## src/design/bwts_fifo.sv

```systemverilog
// Small register FIFO used for the front-to-back queue and the result buffer.
// No dependencies.
`timescale 1ns / 1ps

module bwts_fifo #(
  parameter int WIDTH = 8,
  parameter int DEPTH = 4
) (
  input  logic             clk,
  input  logic             rst,
  input  logic             push,
  input  logic [WIDTH-1:0] wdata,
  output logic             full,
  input  logic             pop,
  output logic [WIDTH-1:0] rdata,
  output logic             empty
);

  localparam int PW = (DEPTH > 1) ? $clog2(DEPTH) : 1;
  localparam int CW = $clog2(DEPTH + 1);

  logic [WIDTH-1:0] mem [DEPTH];
  logic [PW-1:0]    wptr;
  logic [PW-1:0]    rptr;
  logic [CW-1:0]    count;

  assign full  = (count == CW'(DEPTH));
  assign empty = (count == '0);
  assign rdata = mem[rptr];

  // Store pushed item
  always_ff @(posedge clk) begin
    if (push) begin
      mem[wptr] <= wdata;
    end
  end

  // Advance pointers and occupancy
  always_ff @(posedge clk) begin
    if (rst) begin
      wptr  <= '0;
      rptr  <= '0;
      count <= '0;
    end else begin
      if (push) begin
        wptr <= (wptr == PW'(DEPTH - 1)) ? '0 : wptr + PW'(1);
      end
      if (pop) begin
        rptr <= (rptr == PW'(DEPTH - 1)) ? '0 : rptr + PW'(1);
      end
      count <= count + CW'(push) - CW'(pop);
    end
  end

endmodule

```

## config.mk

```make
export PLATFORM = sky130hd
export DESIGN_NAME = bwts_fifo
export DESIGN_NICKNAME = d
export VERILOG_FILES = /design/src/design/bwts_fifo.sv
export SDC_FILE = /design/constraint.sdc
export NUM_CORES = 1
export LEC_CHECK = 0
export BUFFER_PORTS_ARGS = -buffer_cell sky130_fd_sc_hd__buf_2
export CAP_MARGIN = 25
export CORE_ASPECT_RATIO = 1.1
export CORE_MARGIN = 5
export CORE_UTILIZATION = 58
export CTS_BUF_LIST = sky130_fd_sc_hd__clkbuf_4 sky130_fd_sc_hd__clkbuf_8
export CTS_CLUSTER_SIZE = 40
export DETAILED_ROUTE_END_ITERATION = 7
export HOLD_SLACK_MARGIN = 0.06
export PLACE_DENSITY = 0.9
export SLEW_MARGIN = 20
export SYNTH_ARGS = -nofsm -noshare
export SYNTH_HDL_FRONTEND = slang
export SYNTH_SLANG_ARGS = --single-unit
```

## constraint.sdc

```tcl
create_clock -name clk -period 2 [get_ports clk]
set_clock_uncertainty 0.05 [all_clocks]
set_input_delay 0.4 -clock clk [delete_from_list [all_inputs] [get_ports clk]]
set_output_delay 0.4 -clock clk [all_outputs]
set_load 0.05 [all_outputs]
```

==> impl_metrics.py, run 1 <==
metrics = {
    "clocking": {
        "insertion_delay_ns": 0.35,
        "cts-htree-levels": 2,
        "numCtsBuffers": 5,
        "cts.clk_slew.worst_paths_ns": 0.12,
        "cts_num_sinks": 41,
        "postCtsHoldBufs": 0,
        "ctsLongestPathBuffers": 2,
        "root_buffer": "clkbuf_4",
        "cts_tree": "built",
        "post_cts_buffers": 0,
    },
    "pwr": {
        "p_int_uw": 1430,
        "leakage_uw": 0.000717,
        "peakVddDrop_v": 0.000872,
        "seqPwrFrac_pct": 51.5,
        "switching_power_uw": 514,
        "finalPower_uw": 1950,
        "p_comb_share_pct": 19.9,
        "cellPowerDensity_nw_per_um2": 1020,
        "swShare_pct": 26.4,
        "power.share.clock_pct": 28.6,
    },
    "sta": {
        "final-hold-violation-count": 0,
        "clock.fmax_mhz": 499,
        "slew_headroom_pct": 71.2,
        "layout_setup_ws_ns": -0.00489,
        "fin_setup_tns_ns": -0.00489,
        "drv_slew": 0,
        "setup_viol": 1,
        "holdWs_ns": 0.200,
        "period_minus_slack_ns": 2.00,
        "grt_setup_unrepaired": "yes",
        "tightest_slew_ns": 0.433,
        "finalCritPeriodShare_pct": 100,
    },
    "finish": {
        "layout-drive-gt1-share_pct": 34.5,
        "finalInstanceArea_um2": 1910,
        "layout.nets": 132,
        "syn2layout_area_growth_pct": 18.2,
        "diodes": 0,
        "stdcell_count": 146,
    },
    "critical_path": {
        "worstPathArrival_ns": 1.55,
        "r2r_cells": 7,
        "crit_path_top_delay_cell": "mux4_2",
        "r2r_slack_ns": 0.36,
        "path_buf_inv": 2,
        "endpoint_kind": "primary output",
        "slowest_delay_ns": 0.54,
        "r2r-end": "count[2]$_SDFF_PP0_",
        "crit_end": "rdata[7]",
        "cp.depth": 3,
        "reg2reg_from": "count[0]$_SDFF_PP0_",
        "worstSetupPathType": "flip-flop to primary output",
        "cp_top_family": "multiplexers",
        "crit_chain": "buf_12 -> mux4_2 -> buf_8",
        "startpoint_type": "flip-flop",
        "crit_fanout": 8,
        "cp.required_ns": 1.55,
    },
    "synth": {
        "avgSynthCellArea_um2": 19.0,
        "yosys_warnings": 0,
        "syn_inst": 85,
        "syn_area_um2": 1610,
        "synth_top_cell_by_area": "edfxtp_1",
        "yosys-top-cells-count": "edfxtp_1 (32), dfxtp_1 (9), mux4_2 (8)",
        "synth_nets": 105,
        "yosys_most_used_dff": "edfxtp_1",
        "async_reset_ff_share_pct": 0,
        "yosysMostFrequentCell": "edfxtp_1",
        "synthDominantCellAreaShare_pct": 59.6,
        "netlist-cell-type-count": 18,
        "synth_edf_count": 32,
        "yosysSeqAreaShare_pct": 70.8,
        "synth-seq-cells": 41,
        "synth_area_leaders": "edfxtp_1 (60%), dfxtp_1 (11%), mux4_2 (11%)",
    },
    "placed_design": {
        "portBuffers": 21,
        "place_congestion": 0.637,
        "placed_cell_area_um2": 1750,
        "placedCellCount": 138,
        "dp_hpwl_mm": 1.72,
    },
    "floorplanning": {
        "design.die.area_um2": 3930,
        "start_util_pct": 59.1,
        "rows": 20,
        "ios": 22,
        "fp.dieH_um": 65.3,
        "die_w_um": 60.3,
        "coreArea_um2": 2730,
    },
    "outcome": {
        "status": "finished with violations",
        "violations": "setup timing",
    },
    "routing": {
        "drt_first_iter_violations": 27,
        "wirelength_mm": 2.37,
        "ant_nets": 0,
        "vias_per_cell": 5.32,
        "vias": 776,
        "wire_per_inst_um": 16.2,
        "drc_errors": 0,
        "dr.pass1.iters": 4,
    },
    "grt": {
        "grt_overflow_total": 0,
        "grt_max_degree": 14,
        "grt_pass1_vias": 866,
        "grt_use_total_pct": 14.4,
        "grt_antenna_before_repair": 0,
        "grt_pass1_wl_mm": 3.91,
    },
    "run": {
        "maxCapViolations": 0,
    },
    "hold_path": {
        "hold_class": "input pin to flip-flop",
    },
}
## layout make-up
type	count	area (um2)
Clock buffer	6	51.3
Clock inverter	2	37.5
Fill cell	175	822
Inverter	6	22.5
Multi-Input combinational cell	36	432
Sequential cell	41	1140
Tap cell	33	41.3
Timing Repair Buffer	22	179
## registers in the layout (all words and copies together), names as in the netlist, named ones only
name / count
mem: 32
count: 3
rptr: 2
wptr: 2
## cell usage in the layout (no fill, tap or decap)
cell type | synthesis | routed
clkbuf_8 | 0 | 1
and2_1 | 4 | 4
buf_2 | 0 | 13
buf_8 | 0 | 1
mux4_2 | 8 | 8
nand2b_1 | 2 | 2
clkinvlp_4 | 0 | 1
dfxtp_2 | 0 | 1
or3b_1 | 2 | 2
nor2b_1 | 2 | 2
fa_1 | 1 | 1
xor3_1 | 1 | 1
mux2i_1 | 2 | 2
buf_12 | 0 | 1
a21oi_1 | 2 | 2
nor2_1 | 3 | 3
clkbuf_4 | 0 | 5
inv_1 | 6 | 6
and3_1 | 1 | 1
ha_1 | 7 | 7
nor3_1 | 1 | 1
edfxtp_1 | 32 | 32
bufinv_16 | 0 | 1
buf_6 | 1 | 7
dfxtp_1 | 9 | 8
## worst min path at each step
stage                                    start              endpoint  slack, ns  cells after the start
after floorplan           rptr[0]$_SDFFE_PP0P_             flip-flop       0.42                      2
after global placement    rptr[0]$_SDFFE_PP0P_  rptr[0]$_SDFFE_PP0P_       0.45                      2
after detailed placement  wptr[0]$_SDFFE_PP0P_  wptr[0]$_SDFFE_PP0P_       0.47                      2
after CTS                             wdata[1]   mem[0][1]$_DFFE_PP_       0.20                      1
after global routing                  wdata[1]   mem[3][1]$_DFFE_PP_       0.19                      1
final                                 wdata[2]   mem[1][2]$_DFFE_PP_       0.20                      1
## power groups by stage
stage / logic [uW] / registers, uW / clock network (uW)
6_report: 387 / 1000 / 556
5_1_grt: 416 / 1010 / 601
4_1_cts: 390 / 1000 / 563
3_5_place_dp: 355 / 1020 / 0
3_3_place_gp: 341 / 1010 / 0
2_1_floorplan: 282 / 1010 / 0
## layer usage
layer  vias to the layer above  routed length, um  global-route usage, %
met5                         -                  0                      0
met3                         6                138                   3.93
met2                        22               1240                   24.5
met1                       378                921                   15.7
li1                        370                  -                      -
met4                         0                 66                   8.31
## cell families after synthesis
| logic type | count (synthesis) | share of synthesized area (%) |
|---|---|---|
| flops | 41 | 70.8 |
| compound gates | 2 | 0.621 |
| simple gates | 15 | 5.59 |
| buf+inv | 8 | 2.41 |
| xor+xnor | 1 | 1.47 |
| fa+ha+maj | 8 | 6.68 |
| mux | 10 | 12.4 |
## what timing repair did
item | CTS | global route
resized for setup | 20 | 1
setup endpoints to repair | 8 | 8
cloned | 0 | 0
hold endpoints to repair | 0 | 0
pin swaps | 0 | 0
## through the flow
stage	utilization, %	setup slack, ns
after floorplan	-	0.153
after global placement	64.1	0.245
after detailed placement	64.1	0.215
after CTS	69.7	-0.0220
after global routing	69.9	-0.0671
final	69.9	-0.00489
Note: power is estimated with default switching activity, not from simulation.
==> run 2, diff against run 1 <==
- clock period: 2 -> 2.3 ns (I/O delays scaled with it)
==> run 2 against run 1 <==
The flow now finishes without violations. Critical path depth unchanged. First-iteration DRC count decreased by 37%. Final area decreased by 4.0%. Highest routed layer unchanged. Largest power group unchanged. Total power decreased by 16%. Register-to-register slack improved by 0.28 ns.
==> impl_metrics.py, run 2 (synthesis results as in run 1) <==
metrics = {
    "outcome": {
        "status": "completed",
    },
    "grt": {
        "grt_pass1_vias": 868,
        "grt_overflow_total": 0,
        "grt_use_total_pct": 15.0,
        "grt_antenna_before_repair": 0,
        "grt_pass1_wl_mm": 4.04,
        "grt_max_degree": 13,
    },
    "routing": {
        "drc_errors": 0,
        "drt_first_iter_violations": 17,
        "wirelength_mm": 2.50,
        "dr.pass1.iters": 2,
        "vias": 788,
        "ant_nets": 0,
        "vias_per_cell": 5.40,
        "wire_per_inst_um": 17.1,
    },
    "clocking": {
        "cts.clk_slew.worst_paths_ns": 0.11,
        "ctsLongestPathBuffers": 2,
        "cts-htree-levels": 2,
        "insertion_delay_ns": 0.34,
        "cts_tree": "built",
        "cts_num_sinks": 41,
        "numCtsBuffers": 5,
        "postCtsHoldBufs": 0,
        "root_buffer": "clkbuf_4",
    },
    "hold_path": {
        "min_path_cells": 1,
        "whs_endpoint": "mem[1][1]$_DFFE_PP_",
        "hold_class": "input pin to flip-flop",
        "hp-start": "wdata[1]",
    },
    "floorplanning": {
        "fp.dieH_um": 65.3,
        "ios": 22,
        "rows": 20,
        "design.die.area_um2": 3930,
        "start_util_pct": 59.1,
        "die_w_um": 60.3,
        "coreArea_um2": 2730,
    },
    "sta": {
        "finalCritPeriodShare_pct": 93.8,
        "period_minus_slack_ns": 2.16,
        "final-hold-violation-count": 0,
        "fin_setup_tns_ns": 0,
        "setup_viol": 0,
        "tightest_slew_ns": 0.450,
        "drv_slew": 0,
        "grt_setup_unrepaired": "no",
        "clock.fmax_mhz": 463,
        "slew_headroom_pct": 70.0,
        "layout_setup_ws_ns": 0.142,
    },
    "finish": {
        "syn2layout_area_growth_pct": 13.5,
        "layout.nets": 132,
        "final_util_pct": 67.1,
        "diodes": 0,
        "most-common-layout-cells": "edfxtp_1 (32), buf_2 (21), mux4_2 (8), dfxtp_1 (8), ha_1 (7)",
        "largest_reg_flops": 32,
        "reg_top3": "mem: 32 flops, count: 3 flops",
        "regMostFlops": "mem",
        "final_common_cell": "edfxtp_1",
        "layout-drive-gt1-share_pct": 33.6,
    },
    "critical_path": {
        "r2r_cells": 7,
        "crit_fanout": 6,
        "crit_chain": "buf_4 -> mux4_2 -> buf_2",
        "endpoint_kind": "primary output",
        "r2r_slack_ns": 0.64,
        "worstSetupPathType": "flip-flop to primary output",
        "startpoint_type": "flip-flop",
        "r2r-end": "count[2]$_SDFF_PP0_",
        "crit_path_top_delay_cell": "mux4_2",
        "slowest_delay_ns": 0.51,
        "worstPathArrival_ns": 1.65,
        "reg2reg_from": "count[0]$_SDFF_PP0_",
        "cp.required_ns": 1.79,
    },
    "pwr": {
        "seqPwrFrac_pct": 53.7,
        "p_comb_share_pct": 18.7,
        "p_int_uw": 1200,
        "leakage_uw": 0.000694,
        "swShare_pct": 26.4,
        "peakVddDrop_v": 0.000630,
        "cellPowerDensity_nw_per_um2": 888,
        "power.share.clock_pct": 27.7,
        "switching_power_uw": 429,
    },
    "placed_design": {
        "place_congestion": 0.691,
        "portBuffers": 21,
        "pre_cts_ws_ns": 0.409,
        "dp_hpwl_mm": 1.82,
    },
    "run": {
        "maxCapViolations": 0,
    },
}
run 2: changes by cell type in the layout (fill, tap and decap cells not counted), sizes merged:
cell	previous run	this run
clkinvlp	1	0
clkinv	0	1
run 2: timing repair:
action                                  4_1_cts  5_1_grt
gates resized for setup                       0        1
endpoints found under the setup margin        0        6
setup buffers                                 0        0
run 2: per-stage QoR:
step | cells | hold slack [ns] | power [uW] | area, um2
after floorplan | 85 | 0.419 | 1120 | 1610
after global placement | 138 | 0.448 | 1180 | 1750
after detailed placement | 138 | 0.470 | 1200 | 1750
after CTS | 146 | 0.259 | 1650 | 1830
after global routing | 146 | 0.244 | 1710 | 1830
final | 146 | 0.272 | 1620 | 1830
run 2: metal layers:
metal  share of wire, %  GRT usage, %  up-vias
met2                 52          25.0       24
met1                 38          16.2      381
met5                  0             0        -
met4                2.6          7.20        0
met3                7.5          6.29        7
li1                   -             -      376
run 2: area by class of cell:
cell class / count / area (um2)
Inverter: 6 / 22.5
Clock inverter: 2 / 33.8
Multi-Input combinational cell: 36 / 432
Tap cell: 33 / 41.3
Timing Repair Buffer: 22 / 113
Sequential cell: 41 / 1140
Fill cell: 177 / 898
Clock buffer: 6 / 45.0
run 2: critical path, delay by kind of cell, from the launching register on:
kind,cells,cell delay (ns)
buf+inv,2,0.42
flops,1,0.38
mux,1,0.51
run 2: worst max path at each step:
stage,to,startpoint,depth (start not counted)
after detailed placement,count[2]$_SDFF_PP0_,pop,7
after global placement,count[2]$_SDFF_PP0_,pop,7
after floorplan,empty,count[1]$_SDFF_PP0_,1
after CTS,rdata[5],flip-flop,3
final,rdata[5],flip-flop,3
after global routing,rdata[5],flip-flop,3
run 2: power groups by stage:
stage          Clock, uW  Sequential [uW]  Combinational, uW
3_5_place_dp           0              889                307
6_report             449              872                303
3_3_place_gp           0              885                297
4_1_cts              465              872                309
2_1_floorplan          0              877                246
5_1_grt              506              878                328
