$ cat config.mk
export PLATFORM = sky130hd
export DESIGN_NAME = bwts_front
export DESIGN_NICKNAME = d
export VERILOG_FILES = /design/src/design/bwts_pkg.sv /design/src/design/bwts_front.sv
export SDC_FILE = /design/constraint.sdc
export NUM_CORES = 1
export LEC_CHECK = 0
export ABC_AREA = 1
export BUFFER_PORTS_ARGS = -buffer_cell sky130_fd_sc_hd__buf_2
export CAP_MARGIN = 25
export CORE_AREA = 2 2 118 120
export DETAILED_ROUTE_END_ITERATION = 8
export DIE_AREA = 0 0 120 122
export GPL_TIMING_DRIVEN = 0
export PLACE_DENSITY_LB_ADDON = 0.12
export SETUP_SLACK_MARGIN = 0.2
export SLEW_MARGIN = 15
export SYNTH_ARGS = -nofsm -noshare
export SYNTH_HDL_FRONTEND = slang
export SYNTH_SLANG_ARGS = --single-unit
$ cat constraint.sdc
create_clock -name clk -period 2.82 [get_ports clk]
set_input_delay 0.282 -clock clk [delete_from_list [all_inputs] [get_ports clk]]
set_output_delay 0.282 -clock clk [all_outputs]
set_load 0.1 [all_outputs]
$ cat src/design/bwts_pkg.sv
// Shared types, constants and arithmetic helpers for the bilinear wrap texel sampler.
// No dependencies; bwts_front, bwts_back and the top level import this package.
`timescale 1ns / 1ps

package bwts_pkg;

  // Defaults for the top-level parameters
  localparam int MAX_SIZE_LOG2_DEF = 8;
  localparam int NUM_MAPS_DEF      = 2;

  // Size register after reset
  localparam logic [3:0] SIZE_LOG2_RESET = 4'd8;

  // Buffering between and behind the two halves
  localparam int QUEUE_DEPTH = 4;
  localparam int OUT_DEPTH   = 8;

  // Texel layout: three Q7.8 channels, first channel in the low bits
  localparam int CHAN_W    = 16;
  localparam int NUM_CHAN  = 3;
  localparam int TEXEL_W   = CHAN_W * NUM_CHAN;
  localparam int FRAC_W    = 16;
  localparam int NUM_BANKS = 4;

  // What a queued item asks of the back end
  typedef enum logic [1:0] {
    KIND_WRITE  = 2'b00,
    KIND_SAMPLE = 2'b01,
    KIND_ZERO   = 2'b10
  } kind_t;

  // Fixed-width part of a queue entry
  typedef struct packed {
    kind_t                kind;
    logic [1:0]           wbank;  // {row parity, column parity} of a written texel
    logic                 sx;     // parity of the left sample column
    logic                 sy;     // parity of the top sample row
    logic [FRAC_W-1:0]    tx;
    logic [FRAC_W-1:0]    ty;
    logic [TEXEL_W-1:0]   wdata;
  } entry_ctl_t;

  // Entries per parity bank: a quarter of each map, for every map
  function automatic int bank_depth(input int max_lg, input int maps);
    return maps << (2 * (max_lg - 1));
  endfunction

  function automatic int addr_bits(input int depth);
    return (depth > 1) ? $clog2(depth) : 1;
  endfunction

  // Lerp step one: difference times weight
  function automatic logic signed [33:0] lerp_mul(input logic signed [16:0] d,
                                                  input logic [FRAC_W-1:0] t);
    logic signed [16:0] ts;
    ts = $signed({1'b0, t});
    return 34'(d) * 34'(ts);
  endfunction

  // Lerp step two: round to Q7.8 (ties upward) and add the base operand
  function automatic logic signed [CHAN_W-1:0] lerp_fin(input logic signed [CHAN_W-1:0] a,
                                                        input logic signed [33:0] p);
    logic signed [33:0] s;
    logic signed [17:0] q;
    logic signed [17:0] r;
    s = p + 34'sd32768;
    q = s[33:16];
    r = 18'(a) + q;
    return r[CHAN_W-1:0];
  endfunction

endpackage

$ cat src/design/bwts_front.sv
// Front end: accepts items, holds the size register, classifies each item and
// works out bank addresses, parities and fractions. Depends on bwts_pkg.
`timescale 1ns / 1ps

module bwts_front #(
  parameter int MAX_SIZE_LOG2 = bwts_pkg::MAX_SIZE_LOG2_DEF,
  parameter int NUM_MAPS      = bwts_pkg::NUM_MAPS_DEF,
  parameter int ABITS         = bwts_pkg::addr_bits(bwts_pkg::bank_depth(MAX_SIZE_LOG2,
                                                                         NUM_MAPS))
) (
  input  logic                                  clk,
  input  logic                                  rst,
  input  logic                                  cfg_we,
  input  logic [3:0]                            cfg_wdata,
  input  logic                                  s_tvalid,
  output logic                                  s_tready,
  input  logic [127:0]                          s_tdata,
  input  logic [1:0]                            s_tuser,
  input  logic                                  q_full,
  output logic                                  q_push,
  output bwts_pkg::entry_ctl_t                  q_ctl,
  output logic [ABITS-1:0]                      q_waddr,
  output logic [bwts_pkg::NUM_BANKS-1:0][ABITS-1:0] q_raddr
);

  import bwts_pkg::*;

  localparam int CW  = FRAC_W + MAX_SIZE_LOG2;
  localparam int LGW = $clog2(MAX_SIZE_LOG2 + 1);

  logic [3:0]               size_log2;
  logic [LGW-1:0]           lg;
  logic [MAX_SIZE_LOG2-1:0] mask;
  logic                     action;
  logic                     cascade;
  logic                     bad_map;
  logic [MAX_SIZE_LOG2-1:0] col_m;
  logic [MAX_SIZE_LOG2-1:0] row_m;
  logic [31:0]              coord [2];
  logic [CW-1:0]            scaled [2];
  logic [CW-1:0]            pos [2];
  logic [MAX_SIZE_LOG2-1:0] whole [2];
  logic [MAX_SIZE_LOG2-1:0] i0 [2];
  logic [MAX_SIZE_LOG2-1:0] i1 [2];
  logic [FRAC_W-1:0]        frac [2];
  logic [MAX_SIZE_LOG2-1:0] rsel;
  logic [MAX_SIZE_LOG2-1:0] csel;

  // Entry address inside a parity bank: {map, row / 2, column / 2}
  function automatic logic [ABITS-1:0] bank_addr(input logic m,
                                                 input logic [MAX_SIZE_LOG2-1:0] r,
                                                 input logic [MAX_SIZE_LOG2-1:0] c);
    logic [31:0] a;
    a = (32'(m) << (2 * (MAX_SIZE_LOG2 - 1)))
      | ((32'(r) >> 1) << (MAX_SIZE_LOG2 - 1))
      | (32'(c) >> 1);
    return ABITS'(a);
  endfunction

  // Hold the size register
  always_ff @(posedge clk) begin
    if (rst) begin
      size_log2 <= SIZE_LOG2_RESET;
    end else if (cfg_we) begin
      size_log2 <= cfg_wdata;
    end
  end

  // Saturate the size to the supported range
  always_comb begin
    if (size_log2 == 4'd0) begin
      lg = LGW'(1);
    end else if (32'(size_log2) > MAX_SIZE_LOG2) begin
      lg = LGW'(MAX_SIZE_LOG2);
    end else begin
      lg = LGW'(size_log2);
    end
  end

  assign mask    = MAX_SIZE_LOG2'((32'd1 << lg) - 32'd1);
  assign action  = s_tuser[0];
  assign cascade = s_tuser[1];
  assign bad_map = (32'(cascade) >= NUM_MAPS);
  assign col_m   = MAX_SIZE_LOG2'(s_tdata[7:0]);
  assign row_m   = MAX_SIZE_LOG2'(s_tdata[15:8]);
  assign coord[0] = s_tdata[95:64];
  assign coord[1] = s_tdata[127:96];

  // Scale, shift by half a texel, split into wrapped indices and fraction
  always_comb begin
    for (int k = 0; k < 2; k++) begin
      scaled[k] = coord[k][CW-1:0] << lg;
      pos[k]    = scaled[k] - CW'(32'd32768);
      whole[k]  = pos[k][CW-1:FRAC_W];
      i0[k]     = whole[k] & mask;
      i1[k]     = (whole[k] + MAX_SIZE_LOG2'(1)) & mask;
      frac[k]   = pos[k][FRAC_W-1:0];
    end
  end

  // Route each neighbour to the bank of its row and column parity
  always_comb begin
    rsel = '0;
    csel = '0;
    for (int b = 0; b < NUM_BANKS; b++) begin
      rsel = (i0[1][0] == 1'(b >> 1)) ? i0[1] : i1[1];
      csel = (i0[0][0] == 1'(b)) ? i0[0] : i1[0];
      q_raddr[b] = bank_addr(cascade, rsel, csel);
    end
  end

  // Classify the item
  always_comb begin
    q_ctl.wbank = {row_m[0], col_m[0]};
    q_ctl.sx    = i0[0][0];
    q_ctl.sy    = i0[1][0];
    q_ctl.tx    = frac[0];
    q_ctl.ty    = frac[1];
    q_ctl.wdata = s_tdata[63:16];
    if (!action) begin
      q_ctl.kind = KIND_WRITE;
    end else if (bad_map) begin
      q_ctl.kind = KIND_ZERO;
    end else begin
      q_ctl.kind = KIND_SAMPLE;
    end
  end

  assign q_waddr  = bank_addr(cascade, row_m, col_m);
  assign s_tready = !q_full;
  // Drop writes to a missing map without queueing them
  assign q_push   = s_tvalid && s_tready && !(!action && bad_map);

endmodule

==> results.txt <==
The flow ran to the end, but the final reports show violations. The final reports fail on negative setup slack. The number of clock buffers inserted by TritonCTS came out at 3. The sum of overflow across all layers after global routing came out at 0. The floorplan has 43 rows. The total negative slack for setup checks came out at -28,330 ps. The path with the worst hold slack has its endpoint at size_log2[0]$_SDFFE_PP0P_.

The critical path in this run is classified as reg2out. Of all flip-flops after synthesis, the portion carrying an async set or reset was 0%. The cell area after placement came out at 0.00639 mm^2. The worst register-to-register path has a depth of 7. The critical-path maximum fanout came out at 8. The count of yosys warnings during synthesis came out at 0. After synthesis the netlist holds a flip-flop and latch count of 4. In the global route stage, overall resource usage came out at 26.2%. Counting flops per register, the top entry is size_log2.

Fill cells in the final layout number 1,060. The number of global-route vias before repair is 6,061. The synthesized netlist cell count is 749. The area growth from synthesis to layout came out at 140%.

The H-tree level count came out at 1. The post-synthesis cell type count came out at 42. The top cell types in the final layout, fill and taps aside, are sky130_fd_sc_hd__nand2_1, sky130_fd_sc_hd__buf_4, sky130_fd_sc_hd__buf_2.

The core area came out at 0.0135 mm^2. After detailed routing, the number of remaining DRC violations is 0. The number of nets in the finished design came out at 1,192. Cells with a size suffix above 1 make up 65.7% of the layout.

The register area is 91.3 um^2. The clock drives 4 sinks. The critical path goes through buf_8 > inv_8 > nand2_8 > nand2_8 > buf_8 > buf_8 > o21a_1 > nand2_2 > nand2_2 > nor2_4 > ha_4 > xor2_4 > ha_4 > nand3_4 > o21ai_2 > nand3_2 > o21ai_4 > buf_12 > buf_12.

The data arrival time of the critical path came out at 3240 ps. The wire length after detailed routing is 21,500 um. The worst setup path is launched from a register. The estimated wirelength of the detail-placed design came out at 14,900 um. The power per cell area is 705 mW/mm^2.

Among all stages on the critical path, the largest delay is contributed by sky130_fd_sc_hd__dfxtp_4. The number of max-cap violations came out at 0. The tree is rooted in a sky130_fd_sc_hd__clkbuf_16. The reg-to-reg setup timing slack is 1200 ps. The worst slack on hold paths is 266 ps.

The library cell appearing most often on the critical path is sky130_fd_sc_hd__buf_8. The number of buffers added on ports came out at 216. The kind of cell with the highest combined delay along the critical path is buffers and inverters. After layout, the worst setup slack is -707 ps. The footprint of the multi-input gates came out at 0.00421 mm^2.

Summing over every cut layer, the via total after detailed routing is 6,302. Counting flops with a built-in enable in the synthesized netlist gives 0. After clock tree synthesis, the clock-pin slew on the worst setup and hold paths is 30 ps. IR analysis of the VDD net gives a maximum drop of 0.000383 V. The count of cells along the worst hold path is 2. The deepest clock path buffer count is 2.

The worst setup path is captured at an output pin. For this block, the initial DRC count from the detailed router was 411. The number of flip-flops in the largest register is 4. The initial antenna violation count is 3. Leaving out fill and tap cells, the most frequent cell in the layout is sky130_fd_sc_hd__nand2_1.

Averaged over all synthesized cells, the footprint is 5.21 um^2. Overall power consumption after layout is estimated at 6.61 mW. Together, buffers and inverters on the worst path number 6. The worst max-slew margin expressed relative to the limit came out at 45.3%. The critical path required time is 2540 ps. The terminus of the critical flop-to-flop path is size_log2[3]$_SDFFE_PP1P_. The TritonCTS clock tree is yes. The final period utilization came out at 125%.

Setup repair after global routing could not meet its margin everywhere. The die covers 0.0146 mm^2. With fillers left out, the area of the finished cells amounts to 0.00937 mm^2. Measured along the y axis, the die boundary spans 122 um.

The max-slew violation total from the final report is 0. The mapped cell area came out at 0.00390 mm^2. In the synthesized netlist the dominant register cell turns out to be sky130_fd_sc_hd__dfxtp_1. 302 I/O pins were placed. The first-pass detailed-route iteration total came out at 5. The leakage power total came out at 4.30 nW.

The starting utilization of the core area is 28.9%. For the finished layout, the period the worst path requires is 3530 ps. The number of vias per cell after detailed routing came out at 5.12.

The largest clock skew in the final design came out at 0 ps. The beginning of the worst hold path is rst. The routed length per instance is 17.5 um. The residual antenna-violating net count after detailed routing is 0.

In this run the horizontal extent of the chip is 120 um. Entering global routing, the biggest net connects 11 pins. The final number of hold-violating endpoints was 0.

The final weighted congestion in routability-driven placement came out at 0.934. The register area share after synthesis is 2.05%. The count of endpoints failing setup in the final report is 58. The global-route wire length before repair came out at 30,800 um. The delay of the slowest cell on the worst path is 350 ps.

The worst reg2reg path startpoint is size_log2[3]$_SDFFE_PP1P_. Cells fill 69.4% of the core in the end. The largest registers in the layout are size_log2 x4.

The transition time at the pin with the least slew margin came out at 820 ps. The worst hold path belongs to the class in2reg. The maximum achievable frequency came out at 284 MHz.

The clock latency at the later pin of the worst-skew pair is 220 ps.
-- power by group --
group	switching [mW]	internal (mW)	leakage, nW	total (mW)
registers	0.00564	0.0603	0.0345	0.0659
clock network	0.0367	0.181	0.0370	0.218
logic	4.01	2.31	4.23	6.32
-- synth_stat cells, types with 4 or more instances --
master / number / area share (%)
sky130_fd_sc_hd__a21oi_1: 5 / 0.64
sky130_fd_sc_hd__o21ai_1: 12 / 1.5
sky130_fd_sc_hd__nor2_2: 9 / 1.4
sky130_fd_sc_hd__inv_1: 60 / 5.8
sky130_fd_sc_hd__o21ai_0: 39 / 5.0
sky130_fd_sc_hd__o22ai_1: 9 / 1.4
sky130_fd_sc_hd__inv_2: 8 / 0.77
sky130_fd_sc_hd__dfxtp_1: 4 / 2.1
sky130_fd_sc_hd__buf_2: 11 / 1.4
sky130_fd_sc_hd__ha_1: 5 / 1.6
sky130_fd_sc_hd__clkbuf_1: 14 / 1.3
sky130_fd_sc_hd__nor2_1: 56 / 5.4
sky130_fd_sc_hd__o221ai_1: 12 / 2.7
sky130_fd_sc_hd__nand3_1: 144 / 18
sky130_fd_sc_hd__o211ai_1: 6 / 1.2
sky130_fd_sc_hd__nand2_1: 202 / 19
sky130_fd_sc_hd__buf_4: 105 / 20
-- kinds of logic (layout without fill, tap and decap cells) --
logic type	count (synthesis)	count (layout)	synth area share, %
AOI/OAI and AO/OA	94	94	14.7
buffers and inverters	206	501	30.7
DFF	4	4	2.05
xor gates and xnor gates	7	7	1.76
other	2	8	0.192
adders and majority gates	5	5	1.60
and+or+nand+nor	431	431	49.0
-- how the worst max path moves through the flow --
stage                        to  slack (ps)                 startpoint  cells after the start
floorplan           q_raddr[33]       -1150  size_log2[3]$_SDFFE_PP1P_                     19
finish              q_raddr[48]        -710  size_log2[3]$_SDFFE_PP1P_                     19
detailed placement  q_raddr[57]       -1210  size_log2[2]$_SDFFE_PP0P_                     24
global route        q_raddr[48]        -820  size_log2[3]$_SDFFE_PP1P_                     19
CTS                 q_raddr[48]        -600  size_log2[3]$_SDFFE_PP1P_                     19
global placement    q_raddr[27]       -1200  size_log2[2]$_SDFFE_PP0P_                     24
-- stage by stage --
stage	setup slack, ps	instances
6_report	-707	1230
5_1_grt	-820	1229
4_1_cts	-605	1192
3_5_place_dp	-1210	1149
3_3_place_gp	-1200	1147
2_1_floorplan	-1150	751
-- metal layers --
metal	vias to the layer above	share of wire (%)	track usage, %	wire (um)
met5	-	0	0	0
met3	48	6.8	3.18	1460
li1	2968	-	-	-
met2	302	53	48.5	11400
met1	2984	37	31.8	7980
met4	0	2.8	6.84	602
-- what timing repair did --
action	CTS	global route
endpoints found under the setup margin	88	88
hold endpoints to repair	0	0
gates cloned	1	2
gates resized for setup	427	178
buffers inserted	39	32
pin swaps	46	63
hold buffers	0	0
-- final cells by class --
| cell class | count | share of cell area (%) |
|---|---|---|
| Multi-Input combinational cell | 541 | 45.0 |
| Timing Repair Buffer | 292 | 32.0 |
| Buffer | 135 | 15.4 |
| Inverter | 71 | 3.42 |
| Tap cell | 180 | 2.40 |
| Sequential cell | 4 | 0.975 |
| Clock buffer | 3 | 0.801 |
| Antenna cell | 4 | 0.107 |
Power figures use the tool's default switching activity.
